==> src/aur_pkg.sv <==
// Package: shared widths, constants and stage-to-stage structs of the u update pipeline
`timescale 1ns / 1ps
package aur_pkg;

    // widths of the fixed-point datapath
    localparam int PIX_W   = 16;            // Q2.14 pixel values
    localparam int G_W     = 15;            // observed value g
    localparam int COEF_W  = 16;            // beta and gamma
    localparam int WSQ_W   = 19;            // rounded squared edge weight, Q.16
    localparam int NUM_W   = 56;            // dividend magnitude plus rounding offset
    localparam int DEN_W   = 37;            // denominator, Q.28
    localparam int QUO_B   = 17;            // quotient bits resolved by the divider
    localparam int SQC_W   = 30;            // squared change
    localparam int CIDX_W  = 2;             // configuration index

    // configuration register indexes
    localparam logic [CIDX_W-1:0] REG_BETA  = 2'd0;
    localparam logic [CIDX_W-1:0] REG_GAMMA = 2'd1;

    // reset values of the configuration registers
    localparam logic [COEF_W-1:0] BETA_RST  = 16'd2048;
    localparam logic [COEF_W-1:0] GAMMA_RST = 16'd16384;

    // one in Q.28 for the denominator, one in Q1.15 for the blend
    localparam logic [DEN_W-1:0]  DEN_ONE   = 37'h0_1000_0000;
    localparam logic signed [17:0] GAM_ONE  = 18'sd32768;

    // edge order inside the weight arrays
    localparam int EDGE_E = 0;
    localparam int EDGE_W = 1;
    localparam int EDGE_N = 2;
    localparam int EDGE_S = 3;

    // one pixel neighbourhood as it enters the pipeline
    typedef struct packed {
        logic signed [PIX_W-1:0] u_center;
        logic signed [PIX_W-1:0] u_east;
        logic signed [PIX_W-1:0] u_west;
        logic signed [PIX_W-1:0] u_north;
        logic signed [PIX_W-1:0] u_south;
        logic        [G_W-1:0]   g_value;
        logic signed [PIX_W-1:0] v_top_left;
        logic signed [PIX_W-1:0] v_top_right;
        logic signed [PIX_W-1:0] v_bottom_left;
        logic signed [PIX_W-1:0] v_bottom_right;
        logic                    on_border;
    } t_in_item;

    // fields that ride alongside the division
    typedef struct packed {
        logic signed [PIX_W-1:0] u_center;
        logic                    on_border;
        logic                    neg;
    } t_side;

endpackage

==> src/aur_div.sv <==
// Divider: restoring division, one quotient bit per pipeline stage
`timescale 1ns / 1ps
module aur_div (
    input  logic                          i_clk,
    input  logic                          i_rst_n,
    input  logic                          i_ce,
    input  logic                          i_valid,
    input  logic [aur_pkg::NUM_W-1:0]     i_num,
    input  logic [aur_pkg::DEN_W-1:0]     i_den,
    input  aur_pkg::t_side                i_side,
    output logic                          o_valid,
    output logic [aur_pkg::QUO_B-1:0]     o_quo,
    output logic                          o_ovf,
    output aur_pkg::t_side                o_side
);
    import aur_pkg::*;

    logic               r_v    [QUO_B+1];
    logic [NUM_W-1:0]   r_rem  [QUO_B+1];
    logic [DEN_W-1:0]   r_den  [QUO_B+1];
    logic [QUO_B-1:0]   r_q    [QUO_B+1];
    logic               r_ovf  [QUO_B+1];
    t_side              r_side [QUO_B+1];

    // entry stage: flag quotients that cannot fit the resolved bits
    always_ff @(posedge i_clk) begin
        if (!i_rst_n) begin
            r_v[0] <= 1'b0;
        end else if (i_ce) begin
            r_v[0] <= i_valid;
        end
    end

    always_ff @(posedge i_clk) begin
        if (i_ce) begin
            r_rem[0]  <= i_num;
            r_den[0]  <= i_den;
            r_q[0]    <= '0;
            r_ovf[0]  <= i_num >= (NUM_W'(i_den) << QUO_B);
            r_side[0] <= i_side;
        end
    end

    // one compare and subtract per stage, most significant bit first
    for (genvar k = 1; k <= QUO_B; k++) begin : g_step
        localparam int B = QUO_B - k;
        logic [NUM_W-1:0] n_shd;
        logic             n_take;

        always_comb begin
            n_shd  = NUM_W'(r_den[k-1]) << B;
            n_take = r_rem[k-1] >= n_shd;
        end

        always_ff @(posedge i_clk) begin
            if (!i_rst_n) begin
                r_v[k] <= 1'b0;
            end else if (i_ce) begin
                r_v[k] <= r_v[k-1];
            end
        end

        always_ff @(posedge i_clk) begin
            if (i_ce) begin
                r_rem[k]  <= n_take ? r_rem[k-1] - n_shd : r_rem[k-1];
                r_q[k]    <= r_q[k-1] | (n_take ? (QUO_B'(1) << B) : '0);
                r_den[k]  <= r_den[k-1];
                r_ovf[k]  <= r_ovf[k-1];
                r_side[k] <= r_side[k-1];
            end
        end
    end

    assign o_valid = r_v[QUO_B];
    assign o_quo   = r_q[QUO_B];
    assign o_ovf   = r_ovf[QUO_B];
    assign o_side  = r_side[QUO_B];

    // a finished, in-range division leaves less than one divisor behind
    a_rem_bound: assert property (@(posedge i_clk) disable iff (!i_rst_n)
        r_v[QUO_B] && !r_ovf[QUO_B] |-> r_rem[QUO_B] < NUM_W'(r_den[QUO_B]))
        else $error("division remainder out of range");

endmodule

==> config.mk <==
export PLATFORM = sky130hd
export DESIGN_NAME = aur_div
export DESIGN_NICKNAME = d
export VERILOG_FILES = /design/src/aur_pkg.sv /design/src/aur_div.sv
export SDC_FILE = /design/constraint.sdc
export NUM_CORES = 2
export LEC_CHECK = 0
export BUFFER_PORTS_ARGS = -buffer_cell sky130_fd_sc_hd__clkbuf_2
export CELL_PAD_IN_SITES_DETAIL_PLACEMENT = 1
export CELL_PAD_IN_SITES_GLOBAL_PLACEMENT = 2
export CORE_MARGIN = 5
export CORE_UTILIZATION = 40
export DETAILED_ROUTE_END_ITERATION = 6
export GPL_TIMING_DRIVEN = 0
export PLACE_DENSITY_LB_ADDON = 0.1
export SYNTH_ARGS = -nofsm -noshare
export SYNTH_HDL_FRONTEND = slang
export SYNTH_SLANG_ARGS = --single-unit
==> constraint.sdc <==
create_clock -name i_clk -period 3.8 [get_ports i_clk]
set_clock_uncertainty 0.15 [all_clocks]
set_input_delay 1.14 -clock i_clk [delete_from_list [all_inputs] [get_ports i_clk]]
set_output_delay 1.14 -clock i_clk [all_outputs]
set_load 0.05 [all_outputs]
== Yosys cells after proc, flatten, opt, wreduce, memory -nomap -nowiden ==
Memory sizes are Yosys's and may differ from the RTL's.
Index checks and enable logic that the tools add are counted.
Word-level totals
  memory bits (writable): 2340
  bits in latches: 0
  memories: 6
  input port bits: 115
  ROM bits: 0
  register bits after elaboration: 0
  output and inout port bits: 37
  logic and storage cells: 133
Memory list
  r_rem: depth 18, width 56, read ports 17, clocked after memory_dff 0, wr ports 18, RTL line aur_div.sv:19  | logic [NUM_W-1:0] r_rem [QUO_B+1];
  r_den: depth 18, width 37, read ports 17, clocked after memory_dff 0, wr ports 18, RTL line aur_div.sv:20  | logic [DEN_W-1:0] r_den [QUO_B+1];
  r_side: depth 18, width 18, read ports 18, clocked after memory_dff 0, wr ports 18, RTL line aur_div.sv:23  | t_side r_side [QUO_B+1];
  r_q: depth 18, width 17, read ports 18, clocked after memory_dff 0, wr ports 18, RTL line aur_div.sv:21  | logic [QUO_B-1:0] r_q [QUO_B+1];
  r_ovf: depth 18, width 1, read ports 18, clocked after memory_dff 0, wr ports 18, RTL line aur_div.sv:22  | logic r_ovf [QUO_B+1];
  r_v: depth 18, width 1, read ports 18, clocked after memory_dff 0, wr ports 18, RTL line aur_div.sv:18  | logic r_v [QUO_B+1];
Operators by class
  shifts and indexed selects: 0
  divide/modulo/power cells: 0
  reductions and logical operators: 0
  multipliers: 0
  bitwise operators: 35
  $add $sub $neg: 17
  equality and inequality tests: 0
  multiplexer cells: 57
  order comparisons: 18
Operator list (number)
  $mux 56: 17
  $ge 56x37->1: 1
  $ge 56x38->1: 1
  $ge 56x39->1: 1
  $ge 56x40->1: 1
  $ge 56x41->1: 1
  $ge 56x42->1: 1
  $ge 56x43->1: 1
  $ge 56x44->1: 1
  $ge 56x45->1: 1
  $ge 56x46->1: 1
  $ge 56x47->1: 1
  $ge 56x48->1: 1
  $ge 56x49->1: 1
  $ge 56x50->1: 1
  $ge 56x51->1: 1
  $ge 56x52->1: 1
  $ge 56x53->1: 1
  $ge 56x54->1: 1
  $sub 56x37->56: 1
  $sub 56x38->56: 1
  $sub 56x39->56: 1
  $sub 56x40->56: 1
  $sub 56x41->56: 1
  other kinds (47): 87

== Longest topological paths before layout ==
  depth after elaboration: 4
  mapped depth: 16
  gate-level depth less buffers: 15

== Worst setup path before layout ==
Ideal clock, no wire load.
  path kind: reg2reg
  from: memory r_rem[14][2]
  to: memory r_rem[15][39] (data pin)
  buffers on the path: 2
  setup time: 261 ps
  period minus slack after synthesis: 3598 ps
  cell stages (with the launch flop): 16
  arrival: 3187 ps
  path slack: 202 ps
  cells stage by stage: edfxtp_1 inv_1 ha_1 inv_1 fa_1 a211oi_1 o21ai_0 a21oi_1 nor3_1 nor2_1 o31ai_1 a211oi_1 buf_2 clkbuf_1 nor2_1 xor2_1
RTL lines (RTL line)
  start, declared: aur_div.sv:19

==> run_results.csv <==
group,metric,value,unit
synth,synth-warning-count,0,
synth,async_flop_share,0,%
cts,clockRootBuffer,"clkbuf_16",
synth,synth_edf_count,2093,
sta,slew_headroom,29.2,%
cells_and_area,area_delta_synth_final,19.5,%
die,die_h,536,µm
critical_path,cp.arrival,4.38,ns
cells_and_area,fillers,29100,
run_status,status,"complete, but fails checks",
cts,clkLatencyLatePin,0.93,ns
cts,path_clk_slew,0.06,ns
placed_design,hpwlAfterDp,254000,µm
detailed_routing,via_count,77400,
cts,cts_buffers,237,
sta,tns,-2.41,ns
die,ios,152,
global_routing,grt_max_degree,130,
run_status,violations,"negative setup slack",
die,dieArea,288000,µm²
pwr,p_per_area,764,nW/µm²
die,initial_core_util,40.1,%
cts,tritoncts,"built",
synth,synth_top_area_share,56.7,%
cells_and_area,drive_above_1_share,16.4,%
detailed_routing,drtIter0Drc,3879,
global_routing,gr-total-overflow,0,
synth,netlist_area,111000,µm²
critical_path,crit_type,"reg2reg",
critical_path,cp.required,4.23,ns
synth,yosys.area.top_type,"edfxtp_1",
detailed_routing,drc_errors,0,
critical_path,end_kind,"flop",
synth,synth_seq_area_share,56.7,%
detailed_routing,routedWlPerCell,23.2,µm
detailed_routing,postRouteAntennaNets,0,
global_routing,grt_pass1_vias,82700,
sta,rsz0062_at_grt,"yes",
cts,htree_levels,4,
cts,cts.path.max_buffers,4,
cells_and_area,multiInputGateArea,47900,µm²
synth,ys_ff_latch,2094,
sta,layout_setup_ws,-0.158,ns
placed_design,placed_area,117000,µm²
critical_path,start_kind,"flop",
placed_design,numPortBuffers,151,
cells_and_area,fin_util,47.9,%
synth,syn_inst,9785,
pwr,ir_drop,552,µV
synth,yosysMostFrequentCell,"edfxtp_1",
synth,synth.area.top_cells,"edfxtp_1 57%, ha_1 7.5%, a21oi_1 4.2%, xnor2_1 3.2%, inv_1 2.9%",
cells_and_area,stdcell_area,132000,µm²
detailed_routing,routed_wl,332000,µm
detailed_routing,vias_per_cell,5.39,
cts,cts_sinks,2094,
placed_design,place.gp.congestion,0.961,
run,drv_cap,0,
min_path,hold_class,"reg2reg",
die,row_count,193,
synth,synth_cell_type_count,95,
sta,fmax,253,MHz
sta,setup_viol,54,
die,die_w,536,µm
sta,slew_viol_final,0,
pwr,leakagePower,51.2,nW
synth,syn-num-nets,10600,
die,fp.coreArea,276000,µm²
global_routing,antenna_found_initial,4,
sta,fin_crit,3.96,ns
synth,synth_commonest_cells,"2093 x edfxtp_1, 925 x a21oi_1, 843 x inv_1",
sta,fin_crit_sh,104,%
synth,synthFlopType,"edfxtp_1",
critical_path,cp_max_fo,7,
sta,hold_viol_final,0,
global_routing,grt_pass1_wl,501000,µm
placed_design,place_ws,-2.81,ns
synth,avgSynthCellArea,11.3,µm²
cells_and_area,seq_area,62900,µm²
sta,tightest_slew,1.05,ns
cells_and_area,nets,11300,
global_routing,grtUsageTotal,22.5,%
detailed_routing,firstDrtPassIters,6,
-- cells by family after synthesis --
| kind of cell | Yosys count | share of synthesized area (%) |
|---|---|---|
| xor+xnor | 697 | 5.51 |
| flops | 2094 | 56.7 |
| simple gates | 2474 | 10.7 |
| compound gates | 2562 | 14.2 |
| buf+inv | 1178 | 4.09 |
| mux | 98 | 0.989 |
| fa+ha+maj | 682 | 7.81 |
-- worst paths after layout --
check / from / end / slack [ns] / depth (start not counted)
worst max-delay path: r_rem[14][30] / r_rem[15][55] / -0.16 / 11
worst max register to register: r_rem[14][30] / r_rem[15][55] / -0.16 / 11
worst min-delay path: r_q[1][16] / r_q[2][16] / 0.23 / 0
worst min register to register: r_q[1][16] / r_q[2][16] / 0.23 / 0
-- worst max-delay path, cell delays in order (launching register included) --
cell and delay [ns]:
edfxtp_1 0.45, ha_4 0.31, nand4_1 0.13, or3_4 0.39, nor4_4 0.38, nand4_1 0.54, nand3_2 0.31, a211oi_4 0.06
buf_12 0.16, buf_16 0.15, or4b_4 0.50, xnor2_2 0.15
-- layout make-up --
class / instances / share of cell area (%)
Sequential cell: 2094 / 47.5
Multi-Input combinational cell: 6513 / 36.2
Clock buffer: 275 / 4.64
Tap cell: 3705 / 3.50
Timing Repair Buffer: 482 / 3.07
Inverter: 845 / 2.42
Buffer: 285 / 1.43
Clock inverter: 156 / 1.26
Antenna cell: 1 / 0.00189
-- cells in the final DEF, fill, tap and decap left out, types with 91 or more instances in the layout --
master / count
edfxtp_1: 2093
inv_1: 830
a21oi_1: 825
nand2_1: 700
nor2_1: 603
ha_1: 583
o21ai_0: 471
xnor2_1: 398
a21o_1: 343
xor2_1: 286
buf_4: 281
clkbuf_16: 252
clkbuf_1: 193
clkbuf_2: 178
nand4_1: 163
nand3_1: 162
nor3_1: 128
o21bai_1: 113
a21oi_2: 91
-- stage by stage --
step | cells | hold WS (ns) | power, mW
4_1_cts | 14200 | 0.140 | 99.6
3_5_place_dp | 13700 | 0.255 | 73.0
5_1_grt | 14400 | 0.148 | 108
3_3_place_gp | 13600 | 0.250 | 72.9
2_1_floorplan | 9785 | 0.250 | 61.0
6_report | 14400 | 0.229 | 101
-- metal layers --
metal  GRT usage, %  wire length [µm]  up-vias
met2           42.9            177000     1096
met1           25.5            132000    38400
met3           2.42              8420      622
met4           8.73             15300        0
met5              0                 0        -
li1               -                 -    37300
-- report_power, final --
group	internal (mW)	total [mW]	switching (mW)
registers	32.1	35.7	3.60
logic	17.4	42.4	25.0
clock network	13.6	23.0	9.43
-- registers in the layout, indices dropped and copies added, names as in the netlist --
signal and count:
r_den 629, r_ovf 18, r_q 153, r_rem 952, r_side 324, r_v 18
-- what timing repair did --
item,CTS,global route
gates resized for setup,795,517
buffers inserted,168,129
endpoints found under the setup margin,793,616
hold buffers,0,0
pin swaps,167,174
cloned,6,9
Note: power is estimated with default switching activity, not from simulation.
