==> src/aur_pkg.sv <==
// Package: shared widths, constants and stage-to-stage structs of the u update pipeline
`timescale 1ns / 1ps
package aur_pkg;

    // widths of the fixed-point datapath
    localparam int PIX_W   = 16;            // Q2.14 pixel values
    localparam int G_W     = 15;            // observed value g
    localparam int COEF_W  = 16;            // beta and gamma
    localparam int WSQ_W   = 19;            // rounded squared edge weight, Q.16
    localparam int NUM_W   = 56;            // dividend magnitude plus rounding offset
    localparam int DEN_W   = 37;            // denominator, Q.28
    localparam int QUO_B   = 17;            // quotient bits resolved by the divider
    localparam int SQC_W   = 30;            // squared change
    localparam int CIDX_W  = 2;             // configuration index

    // configuration register indexes
    localparam logic [CIDX_W-1:0] REG_BETA  = 2'd0;
    localparam logic [CIDX_W-1:0] REG_GAMMA = 2'd1;

    // reset values of the configuration registers
    localparam logic [COEF_W-1:0] BETA_RST  = 16'd2048;
    localparam logic [COEF_W-1:0] GAMMA_RST = 16'd16384;

    // one in Q.28 for the denominator, one in Q1.15 for the blend
    localparam logic [DEN_W-1:0]  DEN_ONE   = 37'h0_1000_0000;
    localparam logic signed [17:0] GAM_ONE  = 18'sd32768;

    // edge order inside the weight arrays
    localparam int EDGE_E = 0;
    localparam int EDGE_W = 1;
    localparam int EDGE_N = 2;
    localparam int EDGE_S = 3;

    // one pixel neighbourhood as it enters the pipeline
    typedef struct packed {
        logic signed [PIX_W-1:0] u_center;
        logic signed [PIX_W-1:0] u_east;
        logic signed [PIX_W-1:0] u_west;
        logic signed [PIX_W-1:0] u_north;
        logic signed [PIX_W-1:0] u_south;
        logic        [G_W-1:0]   g_value;
        logic signed [PIX_W-1:0] v_top_left;
        logic signed [PIX_W-1:0] v_top_right;
        logic signed [PIX_W-1:0] v_bottom_left;
        logic signed [PIX_W-1:0] v_bottom_right;
        logic                    on_border;
    } t_in_item;

    // fields that ride alongside the division
    typedef struct packed {
        logic signed [PIX_W-1:0] u_center;
        logic                    on_border;
        logic                    neg;
    } t_side;

endpackage

==> src/aur_blend.sv <==
// Back end: candidate saturation, relaxation blend and squared change
`timescale 1ns / 1ps
module aur_blend (
    input  logic                          i_clk,
    input  logic                          i_rst_n,
    input  logic                          i_ce,
    input  logic                          i_valid,
    input  logic [aur_pkg::QUO_B-1:0]     i_quo,
    input  logic                          i_ovf,
    input  aur_pkg::t_side                i_side,
    input  logic [aur_pkg::COEF_W-1:0]    i_gamma,
    output logic                          o_valid,
    output logic signed [aur_pkg::PIX_W-1:0] o_new_u,
    output logic [aur_pkg::SQC_W-1:0]     o_sq
);
    import aur_pkg::*;

    logic                    r1_valid, r2_valid, r3_valid, r4_valid;
    logic signed [PIX_W-1:0] r1_cand;
    logic signed [PIX_W-1:0] r1_uc, r2_uc, r3_uc, r4_uc;
    logic signed [33:0]      r2_pa, r2_pb;
    logic signed [PIX_W-1:0] r3_nu, r4_nu;
    logic [SQC_W-1:0]        r4_sq;

    logic signed [PIX_W-1:0] n_cand;
    logic signed [17:0]      n_wold;
    logic signed [34:0]      n_mix;
    logic [34:0]             n_mmag;
    logic [19:0]             n_q2;
    logic signed [PIX_W-1:0] n_nu;
    logic signed [PIX_W:0]   n_d;
    logic [PIX_W:0]          n_dm;
    logic [33:0]             n_sq;

    always_ff @(posedge i_clk) begin
        if (!i_rst_n) begin
            r1_valid <= 1'b0;
            r2_valid <= 1'b0;
            r3_valid <= 1'b0;
            r4_valid <= 1'b0;
        end else if (i_ce) begin
            r1_valid <= i_valid;
            r2_valid <= r1_valid;
            r3_valid <= r2_valid;
            r4_valid <= r3_valid;
        end
    end

    // stage 1: signed, saturated candidate; zero on the border
    always_comb begin
        if (i_side.on_border) begin
            n_cand = '0;
        end else if (i_side.neg) begin
            n_cand = (i_ovf || i_quo > 17'd32768) ? 16'sh8000
                                                  : PIX_W'(-$signed({1'b0, i_quo}));
        end else begin
            n_cand = (i_ovf || i_quo > 17'd32767) ? 16'sh7FFF : PIX_W'(i_quo);
        end
    end

    always_ff @(posedge i_clk) begin
        if (i_ce) begin
            r1_cand <= n_cand;
            r1_uc   <= i_side.u_center;
        end
    end

    // stage 2: the two blend products
    assign n_wold = GAM_ONE - $signed({2'b0, i_gamma});

    always_ff @(posedge i_clk) begin
        if (i_ce) begin
            r2_pa <= $signed({1'b0, i_gamma}) * r1_cand;
            r2_pb <= n_wold * r1_uc;
            r2_uc <= r1_uc;
        end
    end

    // stage 3: sum, round half away from zero, saturate
    always_comb begin
        n_mix  = 35'(r2_pa) + 35'(r2_pb);
        n_mmag = n_mix[34] ? 35'(-n_mix) : 35'(n_mix);
        n_q2   = 20'((n_mmag + 35'd16384) >> 15);
        if (n_mix[34]) begin
            n_nu = (n_q2 > 20'd32768) ? 16'sh8000 : PIX_W'(-$signed({1'b0, n_q2}));
        end else begin
            n_nu = (n_q2 > 20'd32767) ? 16'sh7FFF : PIX_W'(n_q2);
        end
    end

    always_ff @(posedge i_clk) begin
        if (i_ce) begin
            r3_nu <= n_nu;
            r3_uc <= r2_uc;
        end
    end

    // stage 4: squared change, saturated; output register
    always_comb begin
        n_d  = 17'(r3_uc) - 17'(r3_nu);
        n_dm = n_d[PIX_W] ? 17'(-n_d) : 17'(n_d);
        n_sq = 34'(n_dm) * 34'(n_dm);
    end

    always_ff @(posedge i_clk) begin
        if (i_ce) begin
            r4_nu <= r3_nu;
            r4_uc <= r3_uc;
            r4_sq <= (n_sq[33:SQC_W] != '0) ? '1 : n_sq[SQC_W-1:0];
        end
    end

    assign o_valid = r4_valid;
    assign o_new_u = r4_nu;
    assign o_sq    = r4_sq;

    // no change reported exactly when the pixel kept its value
    a_zero_change: assert property (@(posedge i_clk) disable iff (!i_rst_n)
        r4_valid && (r4_sq == '0) |-> r4_nu == r4_uc)
        else $error("zero change with a moved pixel");

endmodule

==> config.mk <==
export PLATFORM = sky130hd
export DESIGN_NAME = aur_blend
export DESIGN_NICKNAME = d
export VERILOG_FILES = /design/src/aur_pkg.sv /design/src/aur_blend.sv
export SDC_FILE = /design/constraint.sdc
export NUM_CORES = 2
export LEC_CHECK = 0
export BUFFER_PORTS_ARGS = -buffer_cell sky130_fd_sc_hd__buf_2
export CAP_MARGIN = 20
export CORE_MARGIN = 2
export CORE_UTILIZATION = 57
export CTS_CLUSTER_DIAMETER = 60
export DETAILED_ROUTE_END_ITERATION = 8
export GPL_TIMING_DRIVEN = 1
export PLACE_DENSITY = 0.74
export SLEW_MARGIN = 20
export SYNTH_ARGS = -nofsm -noshare
export SYNTH_HDL_FRONTEND = slang
export SYNTH_SLANG_ARGS = --single-unit
==> constraint.sdc <==
create_clock -name i_clk -period 25.5 [get_ports i_clk]
set_input_delay 5.1 -clock i_clk [delete_from_list [all_inputs] [get_ports i_clk]]
set_output_delay 5.1 -clock i_clk [all_outputs]
set_load 0.05 [all_outputs]
Word level (Yosys, flattened, before mapping)
Index checks and enable logic that the tools add are counted. Widths: inputs -> output; s select.

Bits in registers: 196. Logic and storage cells: 39.

$lt $le $gt $ge: 4. Add/subtract/negate cells: 8. Multiply operators: 3. Reductions and logical operators: 3. Mux-type cells: 8.

Operator list (count): $mux 16 (6); $mul 17x16->33 (2); $add 35x15->35 const B (1); $mux 35 (1); $neg 35->35 (1); $add 33x33->34 (1); $mul 17x17->34 (1); $neg 16->16 (2); $gt 20x15->1 const B (1); $gt 20x16->1 const B (1); $gt 17x15->1 const B (1); $gt 17x16->1 const B (1); $mux 17 (1); $neg 17->17 (1); $sub 16x16->17 (1); $sub 16x16->17 const A (1); $reduce_bool 4->1 (1); $logic_or 1x1->1 (2).

Logic depth before layout (Yosys ltp)
Word-level depth: 7. Depth in mapped cells: 46. Mapped depth without buffers: 43.

Least setup slack after synthesis
OpenSTA, ideal clock, no wires.

Kind: input -> register. Start: input i_gamma[4] (netlist bit). End: register r2_pb[31], data pin. Slack: 12.910 ns. Cell stages on the path: 26. Arrival time: 12.324 ns. Cells stage by stage: clkbuf_1 nor3_1 nand2b_1 nor4_1 nand2_1 nor4_1 xor2_1 clkbuf_1 nand2_1 fa_1 fa_1 fa_1 fa_1 fa_1 inv_1 fa_1 ha_1 a2111oi_0 a21boi_0 o21a_1 o31a_1 o211a_1 o21a_1 o21a_1 o41ai_1 xnor2_1.

Longest elaborated chain between the ends: 2.

RTL lines: start, declared (line aur_blend.sv:11) `input logic [aur_pkg::COEF_W-1:0] i_gamma,`; $sub 16x16->17 (line aur_blend.sv:69) `assign n_wold = GAM_ONE - $signed({2'b0, i_gamma});`; $mul 17x16->33 (line aur_blend.sv:74) `r2_pb <= n_wold * r1_uc;`; end signal, assigned (line aur_blend.sv:74); end, declared (line aur_blend.sv:21) `logic signed [33:0] r2_pa, r2_pb;`.

No other way between the ends. A chain may end at the register's enable or synchronous reset.

Final worst setup path
Start: input i_gamma[0] (netlist bit). End: register, netlist name r2_pb[32].

Longest elaborated chain between the ends: 2.

RTL lines (line): $sub 16x16->17 (aur_blend.sv:69); $mul 17x16->33 (aur_blend.sv:74).

No other way between the ends.

==> flow_summary.json <==
{
  "num-fill-cells": 5689,
  "finalCriticalPeriod_ps": 12910,
  "worst-slew-pin-transition_ps": 1170,
  "synthAdderAreaFrac": 0.462,
  "finalSetupTns_ps": 0,
  "synth-compound-area-share": 0.0858,
  "synth_cells": 4179,
  "cts_buffers": 17,
  "start_kind": "primary input",
  "synth_area_leaders": "fa_1 34%, edfxtp_1 15%, ha_1 12%, inv_1 8.4%, nand2_1 4.9%",
  "clockBufferDepth": 2,
  "period_share": 0.506,
  "die_x_um": 265,
  "synth_edf_count": 192,
  "drive_gt1_frac": 0.0528,
  "synth_top_area_frac": 0.344,
  "vias": 28400,
  "cts_resized": 0,
  "floorplan.initialDensity": 0.576,
  "placedCellCount": 5044,
  "drv_slew": 0,
  "synth_xor_area_frac": 0.0351,
  "placementRows": 95,
  "status": "complete, no violations",
  "grt_pass1_vias": 29600,
  "antenna_left": 0,
  "cts_tree": "yes",
  "vias_per_cell": 5.58,
  "root_buffer": "clkbuf_16",
  "hp-class": "flop to flop",
  "cts_sinks": 196,
  "io_pins": 103,
  "nNetsFinal": 5276,
  "cts_htree_levels": 4,
  "syn2layout_area_growth_pct": 4.87,
  "synthFlopType": "edfxtp_1",
  "syn_area_um2": 38700,
  "wl_per_cell_um": 17.4,
  "synthArstFlopShare": 0,
  "synth_seq_area_share": 0.151,
  "yosys.area_share.simple": 0.162,
  "io_buffers": 102,
  "crit_fanout": 34,
  "routabilityCongestion": 0.905,
  "synth.largest_area_cell": "fa_1",
  "drc": 0,
  "core_area_um2": 67200,
  "regArea_um2": 5850,
  "setup_ws_ps": 12590,
  "overflow": 0,
  "drt-initial-drc-count": 1668,
  "dr.pass1.iters": 5,
  "antenna_found_initial": 3,
  "cts_setup_buffers": 0,
  "max_cap_violations": 0,
  "stdcell_count": 5077,
  "path_class": "primary input to flop",
  "dpl.hpwl_um": 70700,
  "fmax_ghz": 0.0775,
  "multi_input_area_um2": 29100,
  "die_area_um2": 70000,
  "synth.area.mux_share": 0.00450,
  "place_ws_ps": 12070,
  "avgSynthCellArea_um2": 9.26,
  "final_common_cell": "inv_1",
  "path_clk_slew_ps": 90,
  "synth-warning-count": 0,
  "ys_seq_elements": 196,
  "setup_viol": 0,
  "finalHoldViolations": 0,
  "fin_skew_ps": 26.7,
  "synth.distinct_cells": 98,
  "hold_buffers": 0,
  "routed_wl_um": 88100,
  "grt_pass1_wl_um": 148000,
  "crit_path_end_kind": "flop",
  "cp.arrival_ps": 13180,
  "die_y_um": 265,
  "synth_top_family_by_area": "adder cells",
  "grt_max_degree": 69,
  "worstSkewPairLatency_ps": 520,
  "grt_usage": 0.265,
  "grt_setup_unrepaired": "false",
  "slew_headroom": 0.219,
  "final_cell_mix": "865 x inv_1, 665 x fa_1, 510 x nand2_1",
  "cp_data_required_time_ps": 25770,
  "post-route-util": 0.604
}
## synthesized netlist by cell type (all sizes together) (14+ instances only)
| library cell | instances |
|---|---|
| inv | 866 |
| fa | 665 |
| nand2 | 510 |
| ha | 365 |
| and2 | 221 |
| nor2 | 200 |
| edfxtp | 192 |
| clkbuf | 123 |
| a21oi | 111 |
| xnor2 | 108 |
| o21ai | 97 |
| nor3 | 76 |
| nand2b | 66 |
| xor2 | 46 |
| nand3 | 45 |
| a21o | 38 |
| or3 | 36 |
| a31oi | 27 |
| o21a | 26 |
| buf | 23 |
| nor2b | 23 |
| nor4 | 23 |
| o211ai | 20 |
| and3 | 18 |
| a211oi | 17 |
| or2 | 15 |
| mux2i | 14 |
## registers in the layout, summed over array words and instances, names as in the netlist, 16 cells and up
signal / flops
o_new_u: 16
o_sq: 30
r1_cand: 16
r1_uc: 16
r2_pa: 33
r2_pb: 33
r2_uc: 16
r3_nu: 16
r3_uc: 16
## kinds of logic (layout without fill, tap and decap cells)
family	Yosys count	in the layout
adder cells (fa/ha/maj)	1030	1030
other	2	13
AND/OR/NAND/NOR	1290	1290
buffers and inverters	1015	1029
XOR/XNOR	154	154
flip-flops	196	196
AO/OA/AOI/OAI	476	476
multiplexers	16	16
## stage by stage
| stage | cell area (µm²) | hold WS [ps] |
|---|---|---|
| 3_5_place_dp | 40000 | 405 |
| 2_1_floorplan | 38700 | 400 |
| 5_1_grt | 40600 | 424 |
| 3_3_place_gp | 40000 | 401 |
| 6_report | 40600 | 418 |
| 4_1_cts | 40600 | 422 |
## area by class of cell
cell class,instances,share of cell area
diodes,1,0.0000617
repair buffers,128,0.0176
clock buffers,17,0.0105
clock inverters,15,0.00342
flip-flops and latches,196,0.144
well taps,873,0.0269
multi-input cells,2978,0.717
inverters,869,0.0804
## worst max-delay path, stage by stage
cell,delay [ps]
buf_2,510
inv_1,180
ha_1,300
inv_1,120
nor4_1,90
xnor2_2,820
nand2_1,190
fa_1,570
inv_1,50
fa_1,480
inv_1,60
fa_1,470
fa_1,490
inv_1,60
fa_1,500
fa_1,510
ha_1,370
nand3_1,80
o21ai_0,260
o41a_1,240
a41oi_1,160
a221oi_1,530
nand4_1,160
a41oi_1,250
nor2_1,100
o21ai_0,280
o41ai_1,120
xnor2_1,130
## worst paths after layout
path	startpoint	end	slack, ps	cells past startpoint
min	r2_uc[15]	r3_uc[15]	420	0
max reg2reg	r3_nu[0]	o_sq[18]	13740	41
min reg2reg	r2_uc[15]	r3_uc[15]	420	0
max	i_gamma[0]	r2_pb[32]	12590	28
## routing by layer
metal | wire [µm] | up-vias | global-route usage
met4 | 3310 | 4 | 0.110
met3 | 4510 | 212 | 0.0351
met5 | 25 | - | 0
li1 | - | 13200 | -
met1 | 36500 | 14100 | 0.338
met2 | 43800 | 818 | 0.458
Power is not shown: default switching activity piles up to over one toggle a cycle in this logic, so the estimate is an artifact.
